--- config.mk ---
export PLATFORM = sky130hd
export DESIGN_NAME = asr_ctrl
export DESIGN_NICKNAME = d
export VERILOG_FILES = /design/src/rtl/asr_pkg.sv /design/src/rtl/asr_ctrl.sv
export SDC_FILE = /design/constraint.sdc
export NUM_CORES = 1
export LEC_CHECK = 0
export ABC_AREA = 1
export BUFFER_PORTS_ARGS = -buffer_cell sky130_fd_sc_hd__buf_4
export CAP_MARGIN = 10
export CORE_MARGIN = 5
export CORE_UTILIZATION = 30
export DETAILED_ROUTE_END_ITERATION = 6
export SLEW_MARGIN = 20
export SYNTH_ARGS = -nofsm -noshare
export SYNTH_HDL_FRONTEND = slang
export SYNTH_SLANG_ARGS = --single-unit
--- constraint.sdc ---
create_clock -name clock -period 1.4 [get_ports clock]
set_input_delay 0.42 -clock clock [delete_from_list [all_inputs] [get_ports clock]]
set_output_delay 0.42 -clock clock [all_outputs]
set_load 0.02 [all_outputs]
--- src/rtl/asr_pkg.sv ---
// ----------------------------------------------------------------------------
// asr_pkg: shared types and constants of the averaging sweep recorder
// Field widths, operation and register codes, controller/datapath links.
// ----------------------------------------------------------------------------
package asr_pkg;

   localparam int unsigned DEF_SIGNALS = 8;
   localparam int unsigned DEF_POINTS  = 2048;

   localparam int unsigned OP_W       = 3;
   localparam int unsigned SIG_IDX_W  = 3;
   localparam int unsigned VAL_W      = 31;
   localparam int unsigned PIDX_W     = 11;
   localparam int unsigned NPTS_W     = 12;
   localparam int unsigned SPP_W      = 16;
   localparam int unsigned TICK_W     = 32;
   localparam int unsigned SUM_W      = 47;
   localparam int unsigned CFG_IDX_W  = 2;
   localparam int unsigned CFG_DATA_W = 32;

   // divider: dividend 2*sum+n, divisor 2*n
   localparam int unsigned DVD_W  = SUM_W + 2;
   localparam int unsigned DVS_W  = SPP_W + 1;
   localparam int unsigned STEP_W = $clog2(DVD_W);

   typedef enum logic [OP_W-1:0] {
      OP_SAMPLE = 3'd0,
      OP_START  = 3'd1,
      OP_STOP   = 3'd2,
      OP_ERASE  = 3'd3,
      OP_READ   = 3'd4,
      OP_TICK   = 3'd5
   } op_type;

   typedef enum logic [CFG_IDX_W-1:0] {
      CFG_NUM_POINTS        = 2'd0,
      CFG_SAMPLES_PER_POINT = 2'd1,
      CFG_REAL_TIME_PRESET  = 2'd2,
      CFG_LIVE_TIME_PRESET  = 2'd3
   } cfg_idx_type;

   typedef struct packed {
      logic accept;
      logic apply;
      logic sum_rd;
      logic sum_wr;
      logic div_rd;
      logic div_load;
      logic div_step;
      logic div_wr;
      logic close;
      logic load_rsp;
   } cmd_type;

   typedef struct packed {
      logic [OP_W-1:0] op;
      logic            running;
      logic            close_req;
   } sts_type;

endpackage

--- src/rtl/asr_ctrl.sv ---
// ----------------------------------------------------------------------------
// asr_ctrl: sequencer of the averaging sweep recorder
// Walks one item through accumulate, per-signal divide and point close.
// ----------------------------------------------------------------------------
module asr_ctrl #(
   parameter int unsigned SIGNALS = asr_pkg::DEF_SIGNALS,
   localparam int unsigned SW = (SIGNALS > 1) ? $clog2(SIGNALS) : 1
) (
   input  logic              clock,
   input  logic              reset,
   input  logic              req_valid,
   output logic              req_ready,
   input  logic              rsp_ready,
   output logic              rsp_valid,
   input  asr_pkg::sts_type  sts,
   output asr_pkg::cmd_type  cmd,
   output logic [SW-1:0]     sig_sel
);
   import asr_pkg::*;

   typedef enum logic [3:0] {
      ST_IDLE, ST_EXEC, ST_SUM_RD, ST_SUM_WR, ST_DIV_RD, ST_DIV_LOAD,
      ST_DIV_RUN, ST_DIV_WR, ST_CLOSE, ST_DONE
   } state_type;

   state_type         state_ff, state_in;
   logic [SW-1:0]     sig_ff, sig_in;
   logic [STEP_W-1:0] step_ff, step_in;
   logic              rsp_valid_ff, rsp_valid_in;

   always_comb begin
      state_in     = state_ff;
      sig_in       = sig_ff;
      step_in      = step_ff;
      rsp_valid_in = rsp_valid_ff && !rsp_ready;
      cmd          = '0;
      unique case (state_ff)
         ST_IDLE: begin
            if (req_valid) begin
               cmd.accept = 1'b1;
               state_in   = ST_EXEC;
            end
         end
         ST_EXEC: begin
            cmd.apply = 1'b1;
            if (sts.op == OP_SAMPLE && sts.running) state_in = ST_SUM_RD;
            else state_in = ST_DONE;
         end
         ST_SUM_RD: begin
            cmd.sum_rd = 1'b1;
            state_in   = ST_SUM_WR;
         end
         ST_SUM_WR: begin
            cmd.sum_wr = 1'b1;
            if (sts.close_req) begin
               sig_in   = '0;
               state_in = ST_DIV_RD;
            end else begin
               state_in = ST_DONE;
            end
         end
         ST_DIV_RD: begin
            cmd.div_rd = 1'b1;
            state_in   = ST_DIV_LOAD;
         end
         ST_DIV_LOAD: begin
            cmd.div_load = 1'b1;
            step_in      = '0;
            state_in     = ST_DIV_RUN;
         end
         ST_DIV_RUN: begin
            cmd.div_step = 1'b1;
            if (step_ff == STEP_W'(DVD_W - 1)) state_in = ST_DIV_WR;
            else step_in = step_ff + 1'b1;
         end
         ST_DIV_WR: begin
            cmd.div_wr = 1'b1;
            if (sig_ff == SW'(SIGNALS - 1)) begin
               state_in = ST_CLOSE;
            end else begin
               sig_in   = sig_ff + 1'b1;
               state_in = ST_DIV_RD;
            end
         end
         ST_CLOSE: begin
            cmd.close = 1'b1;
            state_in  = ST_DONE;
         end
         ST_DONE: begin
            if (!rsp_valid_ff || rsp_ready) begin
               cmd.load_rsp = 1'b1;
               rsp_valid_in = 1'b1;
               state_in     = ST_IDLE;
            end
         end
         default: state_in = ST_IDLE;
      endcase
   end

   always_ff @(posedge clock) begin
      if (reset) begin
         state_ff     <= ST_IDLE;
         sig_ff       <= '0;
         step_ff      <= '0;
         rsp_valid_ff <= 1'b0;
      end else begin
         state_ff     <= state_in;
         sig_ff       <= sig_in;
         step_ff      <= step_in;
         rsp_valid_ff <= rsp_valid_in;
      end
   end

   assign req_ready = (state_ff == ST_IDLE);
   assign rsp_valid = rsp_valid_ff;
   assign sig_sel   = sig_ff;

endmodule

==> impl_metrics.prom, run 1 <==
# TYPE chip_impl_metric gauge
chip_impl_metric{name="die_width",unit="µm"} 63.76
chip_impl_metric{name="antenna_cells",unit=""} 0
chip_impl_metric{name="clockPowerShare",unit="%"} 30.6
chip_impl_metric{name="yosysUniqueCellTypes",unit=""} 20
chip_impl_metric{name="dieHeight",unit="µm"} 63.76
chip_impl_metric{name="slew_violations",unit=""} 0
chip_impl_info{name="critPathKind",value="reg -> out"} 1
chip_impl_metric{name="dieArea",unit="mm²"} 0.004065
chip_impl_metric{name="critical_path_buf_inv_count",unit=""} 3
chip_impl_metric{name="track_usage",unit="%"} 11.98
chip_impl_metric{name="iter_0_drt_violations",unit=""} 21
chip_impl_metric{name="worst_r2r_path_depth",unit=""} 8
chip_impl_metric{name="cap_violations",unit=""} 0
chip_impl_metric{name="pwrdens",unit="mW/mm²"} 694.8
chip_impl_metric{name="synth_seq_cells",unit=""} 14
chip_impl_info{name="yosys_most_used_dff",value="sky130_fd_sc_hd__dfxtp_1"} 1
chip_impl_info{name="cpMaxStageDelayCell",value="sky130_fd_sc_hd__dfxtp_4"} 1
chip_impl_metric{name="relSlewSlack",unit="%"} 87.34
chip_impl_metric{name="routabilityCongestion",unit=""} 0.8687
chip_impl_metric{name="cts_bufs_inserted",unit=""} 3
chip_impl_metric{name="buffer_ports.inserted",unit=""} 23
chip_impl_metric{name="hold_viol_final",unit=""} 0
chip_impl_metric{name="post_cts_clock_slew_at_the_launch_and_capture_registers_of_the_worst_setup_and_hold_paths",unit="ps"} 90
chip_impl_info{name="cp_top_family",value="flip-flops"} 1
chip_impl_info{name="cts_root_buffer",value="sky130_fd_sc_hd__clkbuf_4"} 1
chip_impl_metric{name="wl_per_cell",unit="µm"} 12.52
chip_impl_info{name="violated_checks",value="setup timing"} 1
chip_impl_metric{name="wire_length_of_the_first_global_routing_pass",unit="mm"} 4.015
chip_impl_metric{name="grt_antenna_before_repair",unit=""} 0
chip_impl_metric{name="cp.arrival",unit="ps"} 1170
chip_impl_metric{name="vdd_ir_drop_max",unit="mV"} 0.5431
chip_impl_metric{name="synth_top_cell_area_share",unit="%"} 32.32
chip_impl_metric{name="drive_above_1_share",unit="%"} 48.88
chip_impl_metric{name="globalRouteOverflowTotal",unit=""} 0
chip_impl_metric{name="synth_cells",unit=""} 134
chip_impl_metric{name="p_int",unit="µW"} 672.6
chip_impl_metric{name="max_stage_delay",unit="ps"} 380
chip_impl_metric{name="detailedPlace.worstSlack",unit="ps"} -56.84
chip_impl_metric{name="setup_viol",unit=""} 11
chip_impl_metric{name="bufs_on_longest_clock_path",unit=""} 2
chip_impl_metric{name="post-route-min-period",unit="ps"} 1587
chip_impl_metric{name="final_core_utilization",unit="%"} 51.04
chip_impl_metric{name="clock_skew",unit="ps"} 4.411
chip_impl_metric{name="flop_pwr_share",unit="%"} 43.8
chip_impl_metric{name="pin_count_of_the_biggest_net_entering_global_routing",unit=""} 12
chip_impl_metric{name="totalNegativeSetupSlack",unit="ps"} -1691
chip_impl_metric{name="tightest_slew",unit="ps"} 189.7
chip_impl_metric{name="cts_sinks",unit=""} 14
chip_impl_metric{name="io_pins",unit=""} 24
chip_impl_info{name="clock_tree_from_tritoncts",value="built"} 1
chip_impl_metric{name="p_leak",unit="µW"} 0.0006873
chip_impl_metric{name="synth_fp_nets",unit=""} 147
chip_impl_metric{name="setup_ws",unit="ps"} -187.2
chip_impl_metric{name="viasPerCell",unit=""} 4.732
chip_impl_metric{name="wirelength",unit="mm"} 2.616
chip_impl_metric{name="layout_worst_path_cycle_share",unit="%"} 113.4
chip_impl_info{name="path_category_of_the_worst_min_delay_check",value="in -> reg"} 1
chip_impl_metric{name="drc",unit=""} 0
chip_impl_metric{name="grt_pass1_vias",unit=""} 951
chip_impl_metric{name="ys.warnings.count",unit=""} 0
chip_impl_metric{name="start_util",unit="%"} 31.44
chip_impl_metric{name="core",unit="mm²"} 0.002758
chip_impl_metric{name="timing.critical_path.depth",unit=""} 6
chip_impl_metric{name="antenna_left",unit=""} 0
chip_impl_info{name="yosys-top-cells-area",value="sky130_fd_sc_hd__dfxtp_1 32%, sky130_fd_sc_hd__nor2_1 13%, sky130_fd_sc_hd__nand2_1 9.5%, sky130_fd_sc_hd__inv_1 8.7%, sky130_fd_sc_hd__a21oi_1 6.9%"} 1
chip_impl_info{name="yosys.area.top_type",value="sky130_fd_sc_hd__dfxtp_1"} 1
chip_impl_metric{name="synthArstFlopShare",unit="%"} 0
chip_impl_metric{name="avgSynthCellArea",unit="µm²"} 6.471
chip_impl_info{name="critical_path.cell_chain",value="inv_4 > nand2_4 > inv_2 > nand2_2 > nor2_1 > buf_4"} 1
chip_impl_metric{name="iteration_count_of_the_initial_detailed_routing_pass",unit=""} 4
chip_impl_metric{name="syn_to_final_growth",unit="%"} 62.34
chip_impl_metric{name="post_synth_edffs",unit=""} 0
chip_impl_metric{name="detailedPlacementHpwl",unit="mm"} 1.761
chip_impl_metric{name="clock.fmax",unit="MHz"} 630.0
chip_impl_metric{name="synthesis.area",unit="µm²"} 867.1
chip_impl_metric{name="sw_frac_of_total",unit="%"} 31.23
chip_impl_metric{name="synth-seq-area-share",unit="%"} 32.32
chip_impl_metric{name="routed-via-count",unit=""} 989
chip_impl_info{name="rsz0062_at_grt",value="true"} 1
chip_impl_info{name="endpoint_class_of_the_critical_path",value="primary output"} 1
chip_impl_metric{name="placementRows",unit=""} 19
chip_impl_metric{name="p_sw",unit="µW"} 305.4
chip_impl_metric{name="nets",unit=""} 192
chip_impl_info{name="synth_top_cells_by_count",value="29 x sky130_fd_sc_hd__nor2_1, 22 x sky130_fd_sc_hd__nand2_1, 20 x sky130_fd_sc_hd__inv_1"} 1
chip_impl_metric{name="combinationalPowerShare",unit="%"} 25.6
chip_impl_info{name="post-synth-top-count-cell",value="sky130_fd_sc_hd__nor2_1"} 1
chip_impl_info{name="worstSetupStartpointType",value="flip-flop"} 1
chip_impl_metric{name="wp_data_required",unit="ps"} 980
chip_impl_metric{name="ctsHtreeMaxLevel",unit=""} 1
chip_impl_metric{name="min_path_cells",unit=""} 2
chip_impl_metric{name="cts.hold.buffers_added",unit=""} 0
chip_impl_metric{name="clkLatencyLatePin",unit="ps"} 280
chip_impl_info{name="run_status",value="finished with violations"} 1
chip_impl_metric{name="critical_path.max_fanout",unit=""} 3
[logic make-up (layout without fill, tap and decap cells)]
logic type      after synthesis  count (layout)  synth area share [%]
buf+inv                      23              67                 10.82
fa+ha+maj                     4               4                 5.772
compound gates               20              20                 13.57
simple gates                 73              73                 37.52
flops                        14              14                 32.32
[area by class of cell]
cell class / instances / area [µm²]
fillers: 266 / 1350
multi-input cells: 97 / 611.8
repair buffers: 41 / 330.3
flip-flops and latches: 14 / 295.3
inverters: 22 / 95.09
well taps: 31 / 38.79
clock buffers: 4 / 36.28
[worst paths after layout]
kind,start,to,slack [ps]
max reg2reg,state_ff[3],step_ff[5],40
max,state_ff[1],cmd[0],-190
min,reset,state_ff[1],340
min reg2reg,step_ff[0],step_ff[0],540
[state kept, by name, indices dropped and copies added, names as in the netlist]
name       flops
rsp_valid      1
sig_sel        3
state_ff       4
step_ff        6
[layer usage]
metal	vias to the layer above	wire [µm]	global-route usage [%]
li1	513	-	-
met1	456	1009	12.90
met2	16	1482	21.95
met3	4	87	3.853
met4	0	37	3.896
met5	-	0	0
[through the flow]
step                      instances  hold WS (ps)  area [µm²]  total power [µW]
after global routing            209         344.1        1408              1022
after detailed placement        196         513.4        1145             636.2
after CTS                       203         316.1        1281             963.9
after floorplan                 134         473.9       877.1             550.6
after global placement          196         491.4        1145             634.7
final                           209         339.6        1408             978.0
[placed cells by master (no fill, tap or decap)]
cell type / n
sky130_fd_sc_hd__buf_4: 35
sky130_fd_sc_hd__nor2_1: 22
sky130_fd_sc_hd__nand2_1: 17
sky130_fd_sc_hd__inv_1: 14
sky130_fd_sc_hd__nand3_1: 10
sky130_fd_sc_hd__a21oi_1: 10
sky130_fd_sc_hd__dfxtp_1: 8
sky130_fd_sc_hd__nor2_4: 7
sky130_fd_sc_hd__buf_6: 6
sky130_fd_sc_hd__inv_2: 4
sky130_fd_sc_hd__o21ai_0: 4
sky130_fd_sc_hd__inv_4: 3
sky130_fd_sc_hd__nand2_4: 3
sky130_fd_sc_hd__nor2_2: 3
sky130_fd_sc_hd__nand2_2: 3
sky130_fd_sc_hd__a21oi_2: 3
sky130_fd_sc_hd__ha_1: 3
sky130_fd_sc_hd__clkbuf_4: 3
sky130_fd_sc_hd__dfxtp_2: 3
sky130_fd_sc_hd__dfxtp_4: 3
sky130_fd_sc_hd__nor3_2: 2
sky130_fd_sc_hd__inv_6: 1
sky130_fd_sc_hd__nand2_8: 1
sky130_fd_sc_hd__nor3_4: 1
sky130_fd_sc_hd__or2_2: 1
sky130_fd_sc_hd__nand4_1: 1
sky130_fd_sc_hd__nand3_2: 1
sky130_fd_sc_hd__nor3_1: 1
sky130_fd_sc_hd__o21bai_4: 1
sky130_fd_sc_hd__o21ai_2: 1
sky130_fd_sc_hd__o21ai_1: 1
sky130_fd_sc_hd__ha_2: 1
sky130_fd_sc_hd__clkbuf_8: 1
[power by group through the flow]
stage | clock (µW) | sequential [µW] | combinational [µW]
floorplan | 0 | 431 | 120
global placement | 0 | 426 | 208
detailed placement | 0 | 427 | 209
CTS | 308 | 425 | 230
global route | 322 | 430 | 270
finish | 299 | 429 | 250
[repair_timing]
action                                  in CTS  in global routing
pin swaps                                    8                  7
gates resized for setup                     30                 26
cloned                                       0                  0
endpoints found under the hold margin        0                  0
endpoints found under the setup margin      14                 20
setup buffers                                3                  6
Power figures use the tool's default switching activity.
==> inputs of run 2 (changes only) <==
- ABC_AREA: 1 -> not set
==> run 2 against run 1 <==
Net effect: synthesized cell count shrank 23%; combinational power grew 51%; critical endpoint is now cmd[1]; global-route usage grew 2.0 points; largest cell class unchanged; worst hold slack gained 38 ps; sequential cell count is the same; via count shrank 2.5%; highest routed layer unchanged; core utilization grew 7.0 points; wire length grew 4.4%; the flow still finishes with violations (setup timing); final area grew 15%; non-clock buffer count grew 16; sequential power grew 2%.
==> impl_metrics.prom, run 2 <==
# TYPE chip_impl_metric gauge
chip_impl_info{name="run_status",value="finished with violations"} 1
chip_impl_info{name="violated_checks",value="setup timing"} 1
chip_impl_info{name="rsz0062_at_grt",value="true"} 1
chip_impl_metric{name="wirelength",unit="mm"} 2.732
chip_impl_metric{name="grt_antenna_before_repair",unit=""} 0
chip_impl_metric{name="relSlewSlack",unit="%"} 73.80
chip_impl_metric{name="detailedPlacementHpwl",unit="mm"} 1.931
chip_impl_metric{name="nets",unit=""} 172
chip_impl_metric{name="post-route-min-period",unit="ps"} 1706
chip_impl_metric{name="cts_bufs_inserted",unit=""} 3
chip_impl_info{name="critPathKind",value="reg -> out"} 1
chip_impl_metric{name="synth_seq_cells",unit=""} 14
chip_impl_metric{name="io_pins",unit=""} 24
chip_impl_metric{name="dieArea",unit="mm²"} 0.004105
chip_impl_metric{name="worst_r2r_path_depth",unit=""} 7
chip_impl_metric{name="core",unit="mm²"} 0.002781
chip_impl_metric{name="critical_path.max_fanout",unit=""} 8
chip_impl_metric{name="globalRouteOverflowTotal",unit=""} 0
chip_impl_metric{name="syn_to_final_growth",unit="%"} 84.17
chip_impl_metric{name="final-seq-area",unit="µm²"} 305.3
chip_impl_info{name="path_category_of_the_worst_min_delay_check",value="in -> reg"} 1
chip_impl_metric{name="ctsHtreeMaxLevel",unit=""} 1
chip_impl_info{name="post-synth-top-count-cell",value="sky130_fd_sc_hd__nor2_1"} 1
chip_impl_metric{name="timing.reg2reg.setup_slack",unit="ps"} -110
chip_impl_info{name="critical_path.reg2reg.startpoint",value="state_ff[2]"} 1
chip_impl_metric{name="hold_viol_final",unit=""} 0
chip_impl_info{name="top_register",value="step_ff"} 1
chip_impl_info{name="worstSetupStartpointType",value="flip-flop"} 1
chip_impl_info{name="endpoint_class_of_the_critical_path",value="primary output"} 1
chip_impl_metric{name="routed-via-count",unit=""} 964
chip_impl_metric{name="multiInputGateArea",unit="µm²"} 719.4
chip_impl_metric{name="cp.arrival",unit="ps"} 1290
chip_impl_metric{name="bufs_on_longest_clock_path",unit=""} 2
chip_impl_metric{name="synth_top_cell_area_share",unit="%"} 31.95
chip_impl_metric{name="drive_above_1_share",unit="%"} 59.49
chip_impl_metric{name="drc",unit=""} 0
chip_impl_metric{name="clkLatencyLatePin",unit="ps"} 290
chip_impl_metric{name="placement.cell_area",unit="mm²"} 0.001351
chip_impl_metric{name="slew_violations",unit=""} 0
chip_impl_info{name="critical_path.startpoint",value="state_ff[2]"} 1
chip_impl_metric{name="filler_cell_count",unit=""} 256
chip_impl_info{name="yosys-top-cells-area",value="sky130_fd_sc_hd__dfxtp_1 32%, sky130_fd_sc_hd__nor2_1 6.4%, sky130_fd_sc_hd__ha_1 5.7%, sky130_fd_sc_hd__xor2_1 5.0%, sky130_fd_sc_hd__nand2b_1 4.3%"} 1
chip_impl_info{name="synth_top_cells_by_count",value="15 x sky130_fd_sc_hd__nor2_1, 14 x sky130_fd_sc_hd__dfxtp_1, 7 x sky130_fd_sc_hd__a21oi_1"} 1
chip_impl_metric{name="synthArstFlopShare",unit="%"} 0
chip_impl_metric{name="totalNegativeSetupSlack",unit="ps"} -3051
chip_impl_metric{name="layout_worst_path_cycle_share",unit="%"} 121.9
chip_impl_metric{name="routabilityCongestion",unit=""} 0.7456
chip_impl_metric{name="largest_reg_flops",unit=""} 6
chip_impl_info{name="final_common_cell",value="sky130_fd_sc_hd__buf_4"} 1
chip_impl_metric{name="cts.hold.buffers_added",unit=""} 0
chip_impl_metric{name="die_width",unit="µm"} 64.07
chip_impl_metric{name="tightest_slew",unit="ps"} 387.5
chip_impl_metric{name="setup_ws",unit="ps"} -306.2
chip_impl_info{name="clock_tree_from_tritoncts",value="built"} 1
chip_impl_metric{name="antenna_cells",unit=""} 0
chip_impl_info{name="crit_end",value="cmd[1]"} 1
chip_impl_metric{name="clock_skew",unit="ps"} 0.6041
chip_impl_info{name="crit_reg_reg_endpoint",value="sig_sel[1]"} 1
chip_impl_info{name="yosys.area.top_type",value="sky130_fd_sc_hd__dfxtp_1"} 1
chip_impl_metric{name="vdd_ir_drop_max",unit="mV"} 0.5349
chip_impl_metric{name="yosysUniqueCellTypes",unit=""} 35
chip_impl_metric{name="synthesis.area",unit="µm²"} 877.1
chip_impl_metric{name="final_design_area_no_fill",unit="mm²"} 0.001615
chip_impl_metric{name="start_util",unit="%"} 31.53
chip_impl_metric{name="pwrdens",unit="mW/mm²"} 690.1
chip_impl_metric{name="post_cts_clock_slew_at_the_launch_and_capture_registers_of_the_worst_setup_and_hold_paths",unit="ps"} 90
chip_impl_metric{name="post_synth_edffs",unit=""} 0
chip_impl_metric{name="cap_violations",unit=""} 0
chip_impl_metric{name="placementRows",unit=""} 19
chip_impl_metric{name="synth_cells",unit=""} 103
chip_impl_metric{name="wire_length_of_the_first_global_routing_pass",unit="mm"} 4.664
chip_impl_metric{name="wl_per_cell",unit="µm"} 14.46
chip_impl_metric{name="ys.warnings.count",unit=""} 0
chip_impl_metric{name="antenna_left",unit=""} 0
chip_impl_metric{name="clock.fmax",unit="MHz"} 586.1
chip_impl_metric{name="grt_pass1_vias",unit=""} 1015
chip_impl_metric{name="dieHeight",unit="µm"} 64.07
chip_impl_metric{name="buffer_ports.inserted",unit=""} 23
chip_impl_metric{name="detailedPlace.worstSlack",unit="ps"} -130.8
chip_impl_info{name="yosys_most_used_dff",value="sky130_fd_sc_hd__dfxtp_1"} 1
chip_impl_metric{name="synth_fp_nets",unit=""} 116
chip_impl_metric{name="track_usage",unit="%"} 13.97
chip_impl_metric{name="p_leak",unit="µW"} 0.0006644
chip_impl_metric{name="cts_sinks",unit=""} 14
chip_impl_metric{name="pin_count_of_the_biggest_net_entering_global_routing",unit=""} 13
chip_impl_metric{name="synth-seq-area-share",unit="%"} 31.95
chip_impl_metric{name="wp_data_required",unit="ps"} 980
chip_impl_info{name="layout.cells.most_common_list",value="40 x sky130_fd_sc_hd__buf_4, 16 x sky130_fd_sc_hd__buf_6, 12 x sky130_fd_sc_hd__nor2_1"} 1
chip_impl_info{name="cts_root_buffer",value="sky130_fd_sc_hd__clkbuf_4"} 1
chip_impl_metric{name="setup_viol",unit=""} 14
chip_impl_metric{name="iter_0_drt_violations",unit=""} 22
chip_impl_metric{name="avgSynthCellArea",unit="µm²"} 8.515
chip_impl_metric{name="viasPerCell",unit=""} 5.101
chip_impl_metric{name="iteration_count_of_the_initial_detailed_routing_pass",unit=""} 4
## run 2: cell count changes after synthesis, sizes merged, moves of 3 or more
cell    delta
nand2     -22
inv       -18
nor2      -17
nand2b     +7
nand3      -7
a21oi      -6
o21ai      -5
xor2       +5
clkbuf     +3
mux2i      +3
nor4b      +3
## run 2: how the worst min path moves through the flow
stage,startpoint,to,slack (ps),cells past startpoint
global placement,sig_sel[1],sig_sel[1],460,2
detailed placement,sig_sel[1],sig_sel[1],490,2
finish,reset,sig_sel[1],380,2
floorplan,step_ff[5],step_ff[5],480,2
CTS,reset,sig_sel[1],380,2
global route,reset,sig_sel[1],390,2
## run 2: report_power, final
group,internal [µW],switching (µW),total (µW)
Sequential,406,30.0,436
Clock,159,143,301
Combinational,210,167,377
Total,775,340,1110
## run 2: stage by stage
step	total power [µW]	utilization (%)	std cells	hold WS, ps
after floorplan	628.1	-	103	479.0
after global routing	1161	58.07	189	390.1
after global placement	752.8	48.58	174	463.5
after detailed placement	757.2	48.58	174	489.4
after CTS	1102	53.40	186	383.4
final	1115	58.07	189	377.9
## run 2: final cells by class
cell class              count  share of cell area (%)
multi-input cells          79                   44.54
clock buffers               4                   2.246
repair buffers             57                   30.98
inverters                   4                  0.9295
well taps                  31                   2.401
flip-flops and latches     14                   18.90
## run 2: cells by family (layout without fill, tap and decap cells)
| group | Yosys count | after routing | share of synthesized area, % |
|---|---|---|---|
| AOI/OAI and AO/OA | 18 | 18 | 15.69 |
| xor gates and xnor gates | 5 | 5 | 4.993 |
| adders and majority gates | 4 | 4 | 5.706 |
| buffers and inverters | 10 | 65 | 4.706 |
| DFF | 14 | 14 | 31.95 |
| muxes | 3 | 3 | 3.424 |
| and+or+nand+nor | 49 | 49 | 33.53 |
## run 2: what timing repair did
action	4_1_cts	5_1_grt
resized for setup	14	27
setup buffers	8	3
endpoints found under the setup margin	22	20
pin swaps	7	12
## run 2: routing by layer
layer	up-vias	wire length, µm	global-route usage (%)
met4	0	38	4.675
met1	457	1179	17.35
met5	-	0	0
met3	4	114	4.028
met2	22	1399	22.99
li1	481	-	-
## run 2: critical path, cell delays in order (launching register included)
cell                      delay [ps]
sky130_fd_sc_hd__dfxtp_4         390
sky130_fd_sc_hd__buf_6           130
sky130_fd_sc_hd__nor4b_4         290
sky130_fd_sc_hd__buf_4           190
==> inputs of run 3 (changes only) <==
- clock period: 1.4 -> 1.65 ns (I/O delays scaled with it)
==> run 3 against run 2 <==
Net effect: the flow still finishes with violations (setup timing); sequential cell count unchanged; via count decreased by 8.9%; final area decreased by 13%; setup slack improved by 130 ps; sequential share of layout area increased by 1.8 points; final cell count decreased by 7.9%; die area unchanged; critical endpoint is now cmd[9]; highest routed layer unchanged.
==> impl_metrics.prom, run 3 (synthesis gave the netlist of run 2 again) <==
# TYPE chip_impl_metric gauge
chip_impl_metric{name="pin_count_of_the_biggest_net_entering_global_routing",unit=""} 16
chip_impl_info{name="cp_top_family",value="simple AND/OR/NAND/NOR gates"} 1
chip_impl_metric{name="routed-via-count",unit=""} 878
chip_impl_metric{name="wirelength",unit="mm"} 2.385
chip_impl_metric{name="io_pins",unit=""} 24
chip_impl_info{name="cts_root_buffer",value="sky130_fd_sc_hd__clkbuf_4"} 1
chip_impl_metric{name="viasPerCell",unit=""} 5.046
chip_impl_metric{name="p_leak",unit="µW"} 0.0005802
chip_impl_metric{name="cts_sinks",unit=""} 14
chip_impl_metric{name="tightest_slew",unit="ps"} 402.4
chip_impl_metric{name="wl_per_cell",unit="µm"} 13.71
chip_impl_metric{name="routabilityCongestion",unit=""} 0.8213
chip_impl_info{name="worstSetupStartpointType",value="flip-flop"} 1
chip_impl_metric{name="cp.arrival",unit="ps"} 1340
chip_impl_metric{name="track_usage",unit="%"} 11.63
chip_impl_metric{name="grt_antenna_before_repair",unit=""} 0
chip_impl_info{name="crit_path_frequent_cell",value="sky130_fd_sc_hd__buf_6"} 1
chip_impl_metric{name="syn_to_final_growth",unit="%"} 60.91
chip_impl_metric{name="worst_hold_slack",unit="ps"} 462.2
chip_impl_info{name="rsz0062_at_grt",value="true"} 1
chip_impl_info{name="critPathKind",value="reg -> out"} 1
chip_impl_info{name="run_status",value="finished with violations"} 1
chip_impl_metric{name="cts.hold.buffers_added",unit=""} 0
chip_impl_metric{name="layout_worst_path_cycle_share",unit="%"} 110.9
chip_impl_metric{name="bufs_on_longest_clock_path",unit=""} 2
chip_impl_metric{name="core",unit="mm²"} 0.002781
chip_impl_metric{name="multiInputGateArea",unit="µm²"} 653.1
chip_impl_metric{name="critical_path_buf_inv_count",unit=""} 2
chip_impl_info{name="top_register",value="step_ff"} 1
chip_impl_metric{name="relSlewSlack",unit="%"} 73.17
chip_impl_metric{name="filler_cell_count",unit=""} 249
chip_impl_metric{name="wp_data_required",unit="ps"} 1150
chip_impl_metric{name="iter_0_drt_violations",unit=""} 46
chip_impl_metric{name="die_width",unit="µm"} 64.07
chip_impl_metric{name="final_cell_count_no_fill",unit=""} 174
chip_impl_metric{name="grt_pass1_vias",unit=""} 890
chip_impl_metric{name="clkLatencyLatePin",unit="ps"} 290
chip_impl_metric{name="largest_reg_flops",unit=""} 6
chip_impl_metric{name="setup_viol",unit=""} 9
chip_impl_metric{name="ctsHtreeMaxLevel",unit=""} 1
chip_impl_metric{name="start_util",unit="%"} 31.53
chip_impl_metric{name="hold_viol_final",unit=""} 0
chip_impl_metric{name="dieArea",unit="mm²"} 0.004105
chip_impl_metric{name="globalRouteOverflowTotal",unit=""} 0
chip_impl_metric{name="cts_bufs_inserted",unit=""} 3
chip_impl_metric{name="placementRows",unit=""} 19
chip_impl_info{name="path_category_of_the_worst_min_delay_check",value="in -> reg"} 1
chip_impl_metric{name="drive_above_1_share",unit="%"} 45.45
chip_impl_info{name="violated_checks",value="setup timing"} 1
chip_impl_info{name="final_common_cell",value="sky130_fd_sc_hd__buf_4"} 1
chip_impl_metric{name="iteration_count_of_the_initial_detailed_routing_pass",unit=""} 4
chip_impl_metric{name="nets",unit=""} 158
chip_impl_info{name="clock_tree_from_tritoncts",value="built"} 1
chip_impl_metric{name="clock.fmax",unit="MHz"} 546.3
chip_impl_metric{name="wire_length_of_the_first_global_routing_pass",unit="mm"} 3.912
chip_impl_metric{name="antenna_left",unit=""} 0
chip_impl_metric{name="vdd_ir_drop_max",unit="mV"} 0.4610
chip_impl_metric{name="critical_path.max_fanout",unit=""} 3
chip_impl_metric{name="dp_cells",unit=""} 161
chip_impl_info{name="endpoint_class_of_the_critical_path",value="primary output"} 1
chip_impl_info{name="layout.cells.most_common_list",value="30 x sky130_fd_sc_hd__buf_4, 13 x sky130_fd_sc_hd__nor2_1, 11 x sky130_fd_sc_hd__buf_6"} 1
chip_impl_metric{name="post-route-min-period",unit="ps"} 1831
chip_impl_metric{name="setup_ws",unit="ps"} -180.5
chip_impl_metric{name="final_core_utilization",unit="%"} 50.74
chip_impl_metric{name="totalNegativeSetupSlack",unit="ps"} -885.1
chip_impl_metric{name="drc",unit=""} 0
chip_impl_metric{name="detailedPlacementHpwl",unit="mm"} 1.665
chip_impl_info{name="cpMaxStageDelayCell",value="sky130_fd_sc_hd__dfxtp_2"} 1
chip_impl_metric{name="buffer_ports.inserted",unit=""} 23
chip_impl_metric{name="post_cts_clock_slew_at_the_launch_and_capture_registers_of_the_worst_setup_and_hold_paths",unit="ps"} 90
chip_impl_metric{name="cap_violations",unit=""} 0
chip_impl_metric{name="slew_violations",unit=""} 0
chip_impl_metric{name="pwrdens",unit="mW/mm²"} 621.4
chip_impl_info{name="critical_path.cell_chain",value="buf_6 > nor4_4 > and2_1 > buf_6"} 1
chip_impl_metric{name="clock_skew",unit="ps"} 12.31
chip_impl_metric{name="dieHeight",unit="µm"} 64.07
chip_impl_metric{name="final-seq-area",unit="µm²"} 292.8
chip_impl_metric{name="antenna_cells",unit=""} 0
chip_impl_metric{name="max_stage_delay",unit="ps"} 350
## run 3: changes by cell type in the layout (fill, tap and decap cells not counted), sizes merged
| cell | previous run | this run |
|---|---|---|
| buf | 57 | 42 |
## run 3: through the flow
step           total power, µW  area, µm²  setup slack, ps
6_report                 877.0       1411           -180.5
5_1_grt                  921.6       1411           -260.0
4_1_cts                  832.1       1325           -211.7
3_5_place_dp             593.0       1164            10.01
3_3_place_gp             590.3       1164            41.20
2_1_floorplan            501.1      903.4           -97.86
## run 3: cell type report
| cell class | count | share of cell area (%) |
|---|---|---|
| clock buffer | 3 | 1.596 |
| inverter | 4 | 1.064 |
| multi-input combinational | 79 | 46.28 |
| sequential | 14 | 20.74 |
| tap | 31 | 2.748 |
| timing repair buffer | 43 | 27.57 |
## run 3: per-layer routing
metal | vias up | routed length [µm] | track usage [%]
li1 | 452 | - | -
met1 | 399 | 1064 | 13.53
met2 | 21 | 1154 | 18.97
met3 | 6 | 129 | 4.729
met4 | 0 | 36 | 4.416
met5 | - | 0 | 0
## run 3: path summary, 6_finish.rpt
check,from,end,slack (ps),depth (start not counted)
setup / recovery,state_ff[3],cmd[9],-180,4
hold / removal,reset,state_ff[1],460,2
setup reg to reg,state_ff[1],sig_sel[1],110,6
hold reg to reg,sig_sel[1],sig_sel[1],510,2
## run 3: timing repair
item                       CTS  global route
gates cloned                 0             1
pin swaps                    4            10
hold endpoints to repair     0             0
setup buffers                6             5
setup endpoints to repair   11            16
resized for setup           22            13
## run 3: power breakdown
| group | internal, µW | switching (µW) | leakage (µW) |
|---|---|---|---|
| registers | 347 | 15.4 | 0.000116 |
| logic | 167 | 145 | 0.000451 |
| clock network | 84.8 | 117 | 0.0000138 |
## run 3: worst register-to-register path, cell delays in order, from the launching register on
cell and delay (ps):
sky130_fd_sc_hd__dfxtp_4 410, sky130_fd_sc_hd__buf_6 120, sky130_fd_sc_hd__nand2b_4 90, sky130_fd_sc_hd__buf_4 160, sky130_fd_sc_hd__a2111oi_4 440, sky130_fd_sc_hd__nand3_1 120, sky130_fd_sc_hd__a21oi_1 150
